===== config.mk =====
export PLATFORM = sky130hd
export DESIGN_NAME = lexer_token_classifier
export DESIGN_NICKNAME = d
export VERILOG_FILES = /design/src/hdl/ltc_pkg.sv /design/src/hdl/ltc_front.sv /design/src/hdl/ltc_queue.sv /design/src/hdl/ltc_back.sv /design/src/hdl/lexer_token_classifier.sv
export SDC_FILE = /design/constraint.sdc
export NUM_CORES = 1
export LEC_CHECK = 0
export ABC_AREA = 1
export BUFFER_PORTS_ARGS = -buffer_cell sky130_fd_sc_hd__buf_2
export CAP_MARGIN = 0
export CELL_PAD_IN_SITES_DETAIL_PLACEMENT = 2
export CELL_PAD_IN_SITES_GLOBAL_PLACEMENT = 2
export CORE_ASPECT_RATIO = 0.6
export CORE_MARGIN = 1.5
export CORE_UTILIZATION = 37
export CTS_CLUSTER_DIAMETER = 30
export DETAILED_ROUTE_END_ITERATION = 16
export PLACE_DENSITY = 0.88
export SLEW_MARGIN = 20
export SYNTH_ARGS = -nofsm -noshare
export SYNTH_HDL_FRONTEND = slang
export SYNTH_HIERARCHICAL = 1
export SYNTH_SLANG_ARGS = --single-unit
export TNS_END_PERCENT = 100

===== constraint.sdc =====
create_clock -name clk -period 2.79 [get_ports clk]
set_input_delay 0.279 -clock clk [delete_from_list [all_inputs] [get_ports clk]]
set_output_delay 0.279 -clock clk [all_outputs]
set_load 0.05 [all_outputs]

===== src/hdl/ltc_pkg.sv =====
// shared types, token table and class codes for the token classifier
`default_nettype none
package ltc_pkg;

	localparam int ENTRY_COUNT  = 13;
	localparam int ENTRY_MAXLEN = 5;

	typedef enum logic [3:0] {
		CLS_SPACE   = 4'd0,
		CLS_LET     = 4'd1,
		CLS_WHERE   = 4'd2,
		CLS_FORCE   = 4'd3,
		CLS_NULL    = 4'd4,
		CLS_EQUALS  = 4'd5,
		CLS_COPEN   = 4'd6,
		CLS_CCLOSE  = 4'd7,
		CLS_LOPEN   = 4'd8,
		CLS_LCLOSE  = 4'd9,
		CLS_NUMBER  = 4'd10,
		CLS_NAME    = 4'd11,
		CLS_ERROR   = 4'd12
	} tok_class_t;

	localparam logic [7:0] CH_PLUS  = 8'h2B;
	localparam logic [7:0] CH_MINUS = 8'h2D;
	localparam logic [7:0] CH_DOT   = 8'h2E;
	localparam logic [7:0] CH_ZERO  = 8'h30;
	localparam logic [7:0] CH_NINE  = 8'h39;

	// fixed token table, zero padded
	localparam logic [7:0] ENTRY_TEXT [ENTRY_COUNT][ENTRY_MAXLEN] = '{
		'{8'h0A, 8'h00, 8'h00, 8'h00, 8'h00},
		'{8'h09, 8'h00, 8'h00, 8'h00, 8'h00},
		'{8'h0D, 8'h00, 8'h00, 8'h00, 8'h00},
		'{8'h20, 8'h00, 8'h00, 8'h00, 8'h00},
		'{8'h6C, 8'h65, 8'h74, 8'h00, 8'h00},
		'{8'h77, 8'h68, 8'h65, 8'h72, 8'h65},
		'{8'h66, 8'h6F, 8'h72, 8'h63, 8'h65},
		'{8'h6E, 8'h75, 8'h6C, 8'h6C, 8'h00},
		'{8'h3D, 8'h00, 8'h00, 8'h00, 8'h00},
		'{8'h28, 8'h00, 8'h00, 8'h00, 8'h00},
		'{8'h29, 8'h00, 8'h00, 8'h00, 8'h00},
		'{8'h5B, 8'h00, 8'h00, 8'h00, 8'h00},
		'{8'h5D, 8'h00, 8'h00, 8'h00, 8'h00}
	};

	localparam logic [2:0] ENTRY_LEN [ENTRY_COUNT] = '{
		3'd1, 3'd1, 3'd1, 3'd1, 3'd3, 3'd5, 3'd5, 3'd4, 3'd1, 3'd1, 3'd1, 3'd1, 3'd1
	};

	localparam tok_class_t ENTRY_CLASS [ENTRY_COUNT] = '{
		CLS_SPACE, CLS_SPACE, CLS_SPACE, CLS_SPACE, CLS_LET, CLS_WHERE, CLS_FORCE,
		CLS_NULL, CLS_EQUALS, CLS_COPEN, CLS_CCLOSE, CLS_LOPEN, CLS_LCLOSE
	};

	// one classified token travelling from the front to the queue
	typedef struct packed {
		logic       valid;
		tok_class_t cls;
	} ltc_beat_t;

endpackage
`default_nettype wire


===== src/hdl/ltc_front.sv =====
// front end: per-byte table match and number/name tracking, emits a class on the last byte
`default_nettype none
module ltc_front (
	input  wire logic               clk,
	input  wire logic               arst_n,
	input  wire logic               push,
	input  wire logic               full,
	input  wire logic [7:0]         char_byte,
	input  wire logic               last_byte,
	output ltc_pkg::ltc_beat_t      beat
);

	logic [2:0]                       pos_q;
	logic [ltc_pkg::ENTRY_COUNT-1:0]  mask_q;
	logic                             num_ok_q;
	logic                             dot_seen_q;
	logic                             first_dig_q;

	logic                             accept;
	logic                             is_dig;
	logic                             is_sign;
	logic [ltc_pkg::ENTRY_COUNT-1:0]  mask_nxt;
	logic                             num_ok_nxt;
	logic                             dot_seen_nxt;
	logic                             first_dig_nxt;
	logic [ltc_pkg::ENTRY_COUNT-1:0]  hit;
	ltc_pkg::tok_class_t              cls;

	assign accept  = push && !full;
	assign is_dig  = (char_byte >= ltc_pkg::CH_ZERO) && (char_byte <= ltc_pkg::CH_NINE);
	assign is_sign = (char_byte == ltc_pkg::CH_PLUS) || (char_byte == ltc_pkg::CH_MINUS);

	always_comb begin
		for (int e = 0; e < ltc_pkg::ENTRY_COUNT; e++) begin
			logic keep;
			keep = 1'b0;
			for (int k = 0; k < ltc_pkg::ENTRY_MAXLEN; k++) begin
				if (pos_q == 3'(k) && 3'(k) < ltc_pkg::ENTRY_LEN[e]
						&& ltc_pkg::ENTRY_TEXT[e][k] == char_byte) begin
					keep = 1'b1;
				end
			end
			mask_nxt[e] = mask_q[e] && keep;
			hit[e]      = mask_nxt[e] && (ltc_pkg::ENTRY_LEN[e] == pos_q + 3'd1);
		end
	end

	always_comb begin
		num_ok_nxt    = num_ok_q;
		dot_seen_nxt  = dot_seen_q;
		first_dig_nxt = first_dig_q || (pos_q == 3'd0 && is_dig);
		if (!is_dig) begin
			if (char_byte == ltc_pkg::CH_DOT) begin
				// one inner dot only
				if (dot_seen_q || pos_q == 3'd0 || last_byte) begin
					num_ok_nxt = 1'b0;
				end else begin
					dot_seen_nxt = 1'b1;
				end
			end else if (pos_q != 3'd0 || !is_sign) begin
				num_ok_nxt = 1'b0;
			end
		end
	end

	// lowest table entry wins, then number, name, error
	always_comb begin
		if (num_ok_nxt) begin
			cls = ltc_pkg::CLS_NUMBER;
		end else if (!first_dig_nxt) begin
			cls = ltc_pkg::CLS_NAME;
		end else begin
			cls = ltc_pkg::CLS_ERROR;
		end
		for (int e = ltc_pkg::ENTRY_COUNT - 1; e >= 0; e--) begin
			if (hit[e]) begin
				cls = ltc_pkg::ENTRY_CLASS[e];
			end
		end
	end

	assign beat.valid = accept && last_byte;
	assign beat.cls   = cls;

	always_ff @(posedge clk or negedge arst_n) begin
		if (!arst_n) begin
			pos_q       <= 3'd0;
			mask_q      <= '1;
			num_ok_q    <= 1'b1;
			dot_seen_q  <= 1'b0;
			first_dig_q <= 1'b0;
		end else if (accept) begin
			if (last_byte) begin
				pos_q       <= 3'd0;
				mask_q      <= '1;
				num_ok_q    <= 1'b1;
				dot_seen_q  <= 1'b0;
				first_dig_q <= 1'b0;
			end else begin
				if (pos_q != 3'd7) begin
					pos_q <= pos_q + 3'd1;
				end
				mask_q      <= mask_nxt;
				num_ok_q    <= num_ok_nxt;
				dot_seen_q  <= dot_seen_nxt;
				first_dig_q <= first_dig_nxt;
			end
		end
	end

endmodule
`default_nettype wire


===== src/hdl/ltc_queue.sv =====
// short class queue between the front end and the result stage
`default_nettype none
module ltc_queue #(
	parameter int DEPTH = 4
) (
	input  wire logic               clk,
	input  wire logic               arst_n,
	input  wire ltc_pkg::ltc_beat_t wr,
	input  wire logic               rd,
	output logic                    full,
	output logic                    nonempty,
	output ltc_pkg::tok_class_t     rd_cls
);

	localparam int PtrW = $clog2(DEPTH);
	localparam int CntW = $clog2(DEPTH + 1);

	ltc_pkg::tok_class_t  store_q [DEPTH];
	logic [PtrW-1:0]      wr_ptr_q;
	logic [PtrW-1:0]      rd_ptr_q;
	logic [CntW-1:0]      count_q;
	logic                 do_wr;
	logic                 do_rd;

	assign full     = (count_q == CntW'(DEPTH));
	assign nonempty = (count_q != '0);
	assign do_wr    = wr.valid && !full;
	assign do_rd    = rd && nonempty;
	assign rd_cls   = store_q[rd_ptr_q];

	always_ff @(posedge clk) begin
		if (do_wr) begin
			store_q[wr_ptr_q] <= wr.cls;
		end
	end

	always_ff @(posedge clk or negedge arst_n) begin
		if (!arst_n) begin
			wr_ptr_q <= '0;
			rd_ptr_q <= '0;
			count_q  <= '0;
		end else begin
			if (do_wr) begin
				wr_ptr_q <= (wr_ptr_q == PtrW'(DEPTH - 1)) ? '0 : wr_ptr_q + 1'b1;
			end
			if (do_rd) begin
				rd_ptr_q <= (rd_ptr_q == PtrW'(DEPTH - 1)) ? '0 : rd_ptr_q + 1'b1;
			end
			if (do_wr && !do_rd) begin
				count_q <= count_q + 1'b1;
			end else if (do_rd && !do_wr) begin
				count_q <= count_q - 1'b1;
			end
		end
	end

endmodule
`default_nettype wire


===== src/hdl/ltc_back.sv =====
// result stage: holds the oldest class on the output until it is popped
`default_nettype none
module ltc_back (
	input  wire logic                clk,
	input  wire logic                arst_n,
	input  wire logic                q_nonempty,
	input  wire ltc_pkg::tok_class_t q_cls,
	output logic                     q_rd,
	input  wire logic                pop,
	output logic                     empty,
	output logic [3:0]               token_class
);

	logic                 out_valid_q;
	ltc_pkg::tok_class_t  cls_q;

	// refill whenever the output slot is free or being taken this cycle
	assign q_rd        = q_nonempty && (!out_valid_q || pop);
	assign empty       = !out_valid_q;
	assign token_class = 4'(cls_q);

	always_ff @(posedge clk or negedge arst_n) begin
		if (!arst_n) begin
			out_valid_q <= 1'b0;
		end else if (q_rd) begin
			out_valid_q <= 1'b1;
		end else if (pop) begin
			out_valid_q <= 1'b0;
		end
	end

	always_ff @(posedge clk) begin
		if (q_rd) begin
			cls_q <= q_cls;
		end
	end

endmodule
`default_nettype wire


===== src/hdl/lexer_token_classifier.sv =====
// top level of the token classifier: front end, class queue and result stage
//
//  channel  | handshake        | beat
//  ---------+------------------+-------------------------------
//  input    | push / full      | char_byte[7:0], last_byte
//  result   | empty / pop      | token_class[3:0]
//
// one byte is taken per cycle unless full; a class is queued, then held in the output slot
// the front end only stalls (full) when the class queue is full
// a stalled result side holds the output slot, then the queue fills and full rises
// reset clears all token state, the queue and the output slot
`default_nettype none
module lexer_token_classifier #(
	parameter int QUEUE_DEPTH = 4
) (
	input  wire logic        clk,
	input  wire logic        arst_n,
	input  wire logic        push,
	output logic             full,
	input  wire logic [7:0]  char_byte,
	input  wire logic        last_byte,
	output logic             empty,
	input  wire logic        pop,
	output logic [3:0]       token_class
);

	ltc_pkg::ltc_beat_t   beat;
	logic                 q_full;
	logic                 q_nonempty;
	logic                 q_rd;
	ltc_pkg::tok_class_t  q_cls;

	assign full = q_full;

	ltc_front u_front (
		.clk       (clk),
		.arst_n    (arst_n),
		.push      (push),
		.full      (q_full),
		.char_byte (char_byte),
		.last_byte (last_byte),
		.beat      (beat)
	);

	ltc_queue #(
		.DEPTH (QUEUE_DEPTH)
	) u_queue (
		.clk      (clk),
		.arst_n   (arst_n),
		.wr       (beat),
		.rd       (q_rd),
		.full     (q_full),
		.nonempty (q_nonempty),
		.rd_cls   (q_cls)
	);

	ltc_back u_back (
		.clk         (clk),
		.arst_n      (arst_n),
		.q_nonempty  (q_nonempty),
		.q_cls       (q_cls),
		.q_rd        (q_rd),
		.pop         (pop),
		.empty       (empty),
		.token_class (token_class)
	);

endmodule
`default_nettype wire


==> results.sh, run 1 <==
export IMPL_grt_pass1_vias=2894
export IMPL_cp_data_arrival_time_ns=2.61
export IMPL_pre_cts_slack_ns=0.217
export IMPL_ys_ff_latch=47
export IMPL_nFillCells=841
export IMPL_ys_seq_area_share_pct=44.3
export IMPL_slowest_stage="dfrtp_1"
export IMPL_cpMostUsedCell="nand2_1"
export IMPL_hold_viol_final=0
export IMPL_gp_congestion=0.859
export IMPL_rsz0062_at_grt="no"
export IMPL_ioPinCount=19
export IMPL_port_buffers=18
export IMPL_fin_skew_ns=0.00634
export IMPL_die_width_um=118
export IMPL_track_usage_pct=25.2
export IMPL_seqCellArea_mm2=0.00129
export IMPL_critPathKind="reg2reg"
export IMPL_multi_input_area_mm2=0.00134
export IMPL_post_cts_buffers=0
export IMPL_drive_gt1_share_pct=26.2
export IMPL_insertion_delay_ns=0.30
export IMPL_slew_violations=0
export IMPL_clk_pin_slew_ns=0.07
export IMPL_route_detailed_wl_per_inst_um=20.8
export IMPL_drtIter0Drc=171
export IMPL_final_common_cell="nand2_1"
export IMPL_initial_core_util_pct=39.2
export IMPL_worst_pin_slew_ns=0.728
export IMPL_cp_top_family="simple AND/OR/NAND/NOR gates"
export IMPL_gr_total_overflow=0
export IMPL_drc=0
export IMPL_cts_max_level=2
export IMPL_min_period_ns=2.58
export IMPL_fin_nets=393
export IMPL_routed_wl_um=9790
export IMPL_drt_pass1_iterations=4
export IMPL_synthArstFlopShare_pct=57.4
export IMPL_rows=24
export IMPL_vias=2565
export IMPL_layout_common_cells="nand2_1 (74), inv_1 (52), nand3_1 (31), edfxtp_1 (20), nor2_1 (20)"
export IMPL_antenna_found_initial=0
export IMPL_hpwl_um=7500
export IMPL_timing_fmax_ghz=0.388
export IMPL_finalSetupViolCount=0
export IMPL_netlist_area_mm2=0.00292
export IMPL_worst_path_buf_inv=2
export IMPL_ys_flop_type="edfxtp_1"
export IMPL_n_antenna_cell=0
export IMPL_cellPowerDensity_mw_per_mm2=902
export IMPL_root_buffer="clkbuf_16"
export IMPL_hold_path_class="in2async"
export IMPL_cts_tree="built"
export IMPL_synth_edff_count=20
export IMPL_peakVddDrop_v=0.000341
export IMPL_dieArea_mm2=0.00845
export IMPL_syn_to_final_growth_pct=12.1
export IMPL_worst_path_max_fanout=7
export IMPL_leakagePower_nw=1.57
export IMPL_cts_made_buffers=5
export IMPL_cp_slowest_stage_delay_ns=0.42
export IMPL_fin_crit_sh_pct=92.4
export IMPL_crit_path_start_kind="flip-flop"
export IMPL_max_cap_violations=0
export IMPL_synth_warnings=6
export IMPL_final_antenna_net_count=0
export IMPL_cts_hold_buffers_added=0
export IMPL_cts_sinks=47
export IMPL_grt_max_degree=28
export IMPL_path_cells="inv_1 -> ha_2 -> nand2_4 -> inv_2 -> nand2_1 -> nor4_2 -> nand2_1 -> nand2_1 -> nand2_1 -> nand2_1 -> nand2_1 -> nand2_1 -> nand2_1 -> nand2_1 -> a21oi_2"
export IMPL_synthCells=341
export IMPL_grt_pass1_wl_um=16000
export IMPL_slew_headroom_pct=51.4
export IMPL_syn_area_per_cell_um2=8.56
export IMPL_routed_via_density=5.46
export IMPL_core_mm2=0.00745
export IMPL_syn_nets=369
export IMPL_fin_setup_tns_ns=0
export IMPL_endpoint_kind="flip-flop"
export IMPL_max_clock_path_buffers=2
export IMPL_dieHeight_um=71.8
export IMPL_worstPathRequired_ns=2.82
export IMPL_status="completed"
export IMPL_worst_slack_ns=0.212
export IMPL_ys_types=43
state kept, by name (all words and copies together), names as in the netlist, 2 cells and up:
register / count
u_back/token_class: 4
u_queue/wr_ptr_q: 2
u_front/pos_q: 3
u_queue/count_q: 3
u_queue/store_q: 16
u_queue/rd_ptr_q: 2
u_front/mask_q: 13
layer usage:
layer	share of wire, %	global-route usage [%]	vias up
met4	2.5	9.21	0
li1	-	-	1162
met5	0	0	-
met2	48	43.5	71
met3	4.9	5.02	21
met1	45	32.0	1311
worst register-to-register path, delay by kind of cell, from the launching register on:
kind                     cells  cell delay [ns]
flip-flops                   1             0.42
AO/OA/AOI/OAI                1             0.08
buffers and inverters        2             0.34
AND/OR/NAND/NOR             11             1.20
adder cells (fa/ha/maj)      1             0.28
repair_timing:
action,CTS,global route
gates resized for setup,0,2
setup endpoints to repair,0,5
hold endpoints to repair,0,0
cell type report:
| type | count | area share [%] |
|---|---|---|
| sequential | 47 | 39.5 |
| timing repair buffer | 21 | 3.44 |
| clock buffer | 5 | 3.82 |
| tap | 104 | 3.98 |
| inverter | 68 | 7.80 |
| multi-input combinational | 222 | 41.0 |
| clock inverter | 3 | 0.459 |
cells by family (layout without fill, tap and decap cells):
kind of cell / Yosys count / after routing / share of synthesized area (%)
compound gates: 38 / 38 / 9.86
buf+inv: 72 / 97 / 9.90
fa+ha+maj: 15 / 15 / 6.69
xor+xnor: 1 / 1 / 0.300
simple gates: 168 / 168 / 28.9
flops: 47 / 47 / 44.3
report_power, final:
group          total, mW  internal, mW  switching (mW)
clock              0.601         0.328           0.273
sequential          1.17         0.975           0.195
combinational       1.18         0.343           0.838
per-stage QoR:
step           instance area [um2]  util [%]  total power, mW  hold WS (ns)  cells
3_3_place_gp                  3130      42.0             2.22         0.353    462
4_1_cts                       3270      43.9             2.97        0.0537    470
2_1_floorplan                 2920         -             1.97       -0.0166    341
3_5_place_dp                  3130      42.0             2.33         0.366    462
6_report                      3270      44.0             2.95        0.0175    470
5_1_grt                       3270      44.0             3.16        0.0760    470
cells in the mapped netlist, drive strengths merged (2+ instances only):
library cell	n	area [um2]
buf	2	26.3
o21ai	14	73.8
inv	67	251
a21oi	5	28.8
o211ai	9	92.6
a31oi	2	12.5
nand4	12	81.3
clkbuf	2	7.51
edfxtp	20	601
nor4	2	18.8
nor2	30	160
dfrtp	13	325
and3	2	12.5
nand3	36	205
dfstp	14	368
nand2	84	350
ha	14	175
final timing paths:
kind	start	endpoint	slack [ns]	depth (start not counted)
worst max-delay path	u_front/pos_q[0]	u_queue/store_q[1][0]	0.21	15
worst min-delay path	arst_n	u_front/first_dig_q	0.02	1
worst max register to register	u_front/pos_q[0]	u_queue/store_q[1][0]	0.21	15
worst min register to register	u_front/dot_seen_q	u_front/dot_seen_q	0.51	1
max in group asynchronous	arst_n	u_queue/count_q[0]	2.33	1
min in group clk	pop	u_back/out_valid_q	0.18	2
No activity file was read; power rests on OpenSTA's default activity.
==> inputs of run 2 (changes only) <==
--- a/config.mk
+++ b/config.mk
@@ -12,10 +12,10 @@
 export CELL_PAD_IN_SITES_GLOBAL_PLACEMENT = 2
 export CORE_ASPECT_RATIO = 0.6
 export CORE_MARGIN = 1.5
-export CORE_UTILIZATION = 37
+export CORE_UTILIZATION = 25
 export CTS_CLUSTER_DIAMETER = 30
 export DETAILED_ROUTE_END_ITERATION = 16
-export PLACE_DENSITY = 0.88
+export PLACE_DENSITY = 0.66
 export SLEW_MARGIN = 20
 export SYNTH_ARGS = -nofsm -noshare
 export SYNTH_HDL_FRONTEND = slang
==> constraint.sdc (replaced) <==
create_clock -name clk -period 2.6 [get_ports clk]
set_input_delay 0.26 -clock clk [delete_from_list [all_inputs] [get_ports clk]]
set_output_delay 0.26 -clock clk [all_outputs]
set_load 0.05 [all_outputs]
==> results.sh, run 2 (same netlist as run 1, synthesis figures left out) <==
export IMPL_hold_slack_ns=0.00482
export IMPL_initial_core_util_pct=25.8
export IMPL_peakVddDrop_v=0.000360
export IMPL_multi_input_area_mm2=0.00134
export IMPL_worst_pin_slew_ns=0.689
export IMPL_cellPowerDensity_mw_per_mm2=935
export IMPL_power_switching_mw=1.36
export IMPL_final_common_cell="nand2_1"
export IMPL_drc=0
export IMPL_pwr_share_seq_pct=39.3
export IMPL_fin_skew_ns=0.00633
export IMPL_worst_path_max_fanout=4
export IMPL_fin_crit_sh_pct=89.5
export IMPL_route_detailed_wl_per_inst_um=16.3
export IMPL_grt_use_met1_pct=24.5
export IMPL_root_buffer="clkbuf_16"
export IMPL_intPower_mw=1.81
export IMPL_post_cts_buffers=0
export IMPL_track_usage_pct=15.6
export IMPL_antenna_found_initial=0
export IMPL_worstPathRequired_ns=2.72
export IMPL_crit_path_start_kind="flip-flop"
export IMPL_use_met3_pct=3.09
export IMPL_busiest_layer="met1"
export IMPL_grt_pass1_wl_um=14500
export IMPL_dieHeight_um=86.7
export IMPL_max_cap_violations=0
export IMPL_timing_fmax_ghz=0.430
export IMPL_drive_gt1_share_pct=26.9
export IMPL_clk_pin_slew_ns=0.07
export IMPL_cp_data_arrival_time_ns=2.45
export IMPL_comb_power_share_pct=40.2
export IMPL_seqCellArea_mm2=0.00129
export IMPL_cts_resized=0
export IMPL_slew_headroom_pct=54.1
export IMPL_grtUsageMet2_pct=21.9
export IMPL_cts_made_buffers=5
export IMPL_port_buffers=18
export IMPL_final_antenna_net_count=0
export IMPL_fin_util_pct=29.9
export IMPL_finalSetupViolCount=0
export IMPL_critPathKind="reg2reg"
export IMPL_slew_violations=0
export IMPL_dieArea_mm2=0.0124
export IMPL_cts_tree="built"
export IMPL_n_antenna_cell=0
export IMPL_leakagePower_nw=1.59
export IMPL_routed_via_density=4.51
export IMPL_largest_reg_flops=16
export IMPL_p_total_mw=3.17
export IMPL_min_period_ns=2.33
export IMPL_ioPinCount=19
export IMPL_endpoint_kind="flip-flop"
export IMPL_insertion_delay_ns=0.29
export IMPL_max_clock_path_buffers=2
export IMPL_nFillCells=1324
export IMPL_die_width_um=143
export IMPL_top_register="u_queue/store_q"
export IMPL_vias=2397
export IMPL_hold_path_class="in2async"
export IMPL_power_frac_clock_pct=20.5
export IMPL_routed_wl_um=8660
export IMPL_rows=30
export IMPL_drt_pass1_iterations=4
export IMPL_grt_max_degree=28
export IMPL_hold_viol_final=0
export IMPL_hpwl_um=7070
export IMPL_fin_setup_tns_ns=0
export IMPL_gp_congestion=0.829
export IMPL_rsz0062_at_grt="no"
export IMPL_switching_share_pct=42.9
export IMPL_grt_pass1_vias=2623
export IMPL_cts_sinks=47
export IMPL_gr_total_overflow=0
export IMPL_fin_nets=399
export IMPL_status="completed"
export IMPL_core_mm2=0.0113
export IMPL_cts_max_level=2
export IMPL_layout_common_cells="nand2_1 (74), inv_1 (52), nand3_1 (31), edfxtp_1 (20), nor2_1 (20)"
export IMPL_syn_to_final_growth_pct=16.2
export IMPL_drtIter0Drc=92
export IMPL_cts_hold_buffers_added=0
==> run 2: worst paths after layout <==
kind                       slack [ns]               endpoint  cells after the start         startpoint
setup / recovery                 0.27  u_queue/store_q[2][0]                     14   u_front/pos_q[0]
hold / removal                  0.005    u_front/first_dig_q                      1             arst_n
setup reg to reg                 0.27  u_queue/store_q[2][0]                     14   u_front/pos_q[0]
hold reg to reg                  0.49      u_front/mask_q[4]                      2  u_front/mask_q[4]
max in group asynchronous        2.14       u_front/pos_q[2]                      1             arst_n
min in group clk                 0.15     u_back/out_valid_q                      2                pop
==> run 2: final cells by class <==
| type | count | area share [%] |
|---|---|---|
| multi-input combinational | 222 | 39.5 |
| sequential | 47 | 38.2 |
| inverter | 68 | 7.53 |
| tap | 160 | 5.90 |
| timing repair buffer | 27 | 4.65 |
| clock buffer | 5 | 3.69 |
| clock inverter | 3 | 0.590 |
==> run 2: worst max-delay path, cell delays in order, from the launching register on <==
cell,delay (ns)
dfrtp_1,0.42
ha_1,0.25
ha_1,0.35
nand2_1,0.16
inv_1,0.17
nand4_1,0.15
nand2_1,0.11
nand2_1,0.05
nand2_1,0.05
nand2_1,0.05
nand2_1,0.05
nand2_1,0.05
nand2_1,0.06
nand2_1,0.06
a21oi_2,0.18
==> run 2: metrics by stage <==
| stage | std cells | instance area (um2) | setup WS (ns) |
|---|---|---|---|
| CTS | 532 | 3390 | 0.183 |
| finish | 532 | 3390 | 0.274 |
| detailed placement | 524 | 3240 | 0.210 |
| global placement | 524 | 3240 | 0.277 |
| global route | 532 | 3390 | 0.00367 |
| floorplan | 341 | 2920 | 0.101 |
==> run 2: power groups by stage <==
stage / registers, mW / logic, mW / clock network, mW
4_1_cts: 1.25 / 1.29 / 0.673
3_5_place_dp: 1.26 / 1.28 / 0
5_1_grt: 1.27 / 1.44 / 0.708
6_report: 1.25 / 1.27 / 0.651
2_1_floorplan: 1.28 / 0.835 / 0
3_3_place_gp: 1.25 / 1.23 / 0
==> run 2: per-layer routing <==
| metal | share of wire [%] | wire (um) |
|---|---|---|
| met1 | 58 | 5040 |
| met5 | 0 | 0 |
| met3 | 2.3 | 201 |
| met4 | 0.68 | 59 |
| met2 | 39 | 3360 |
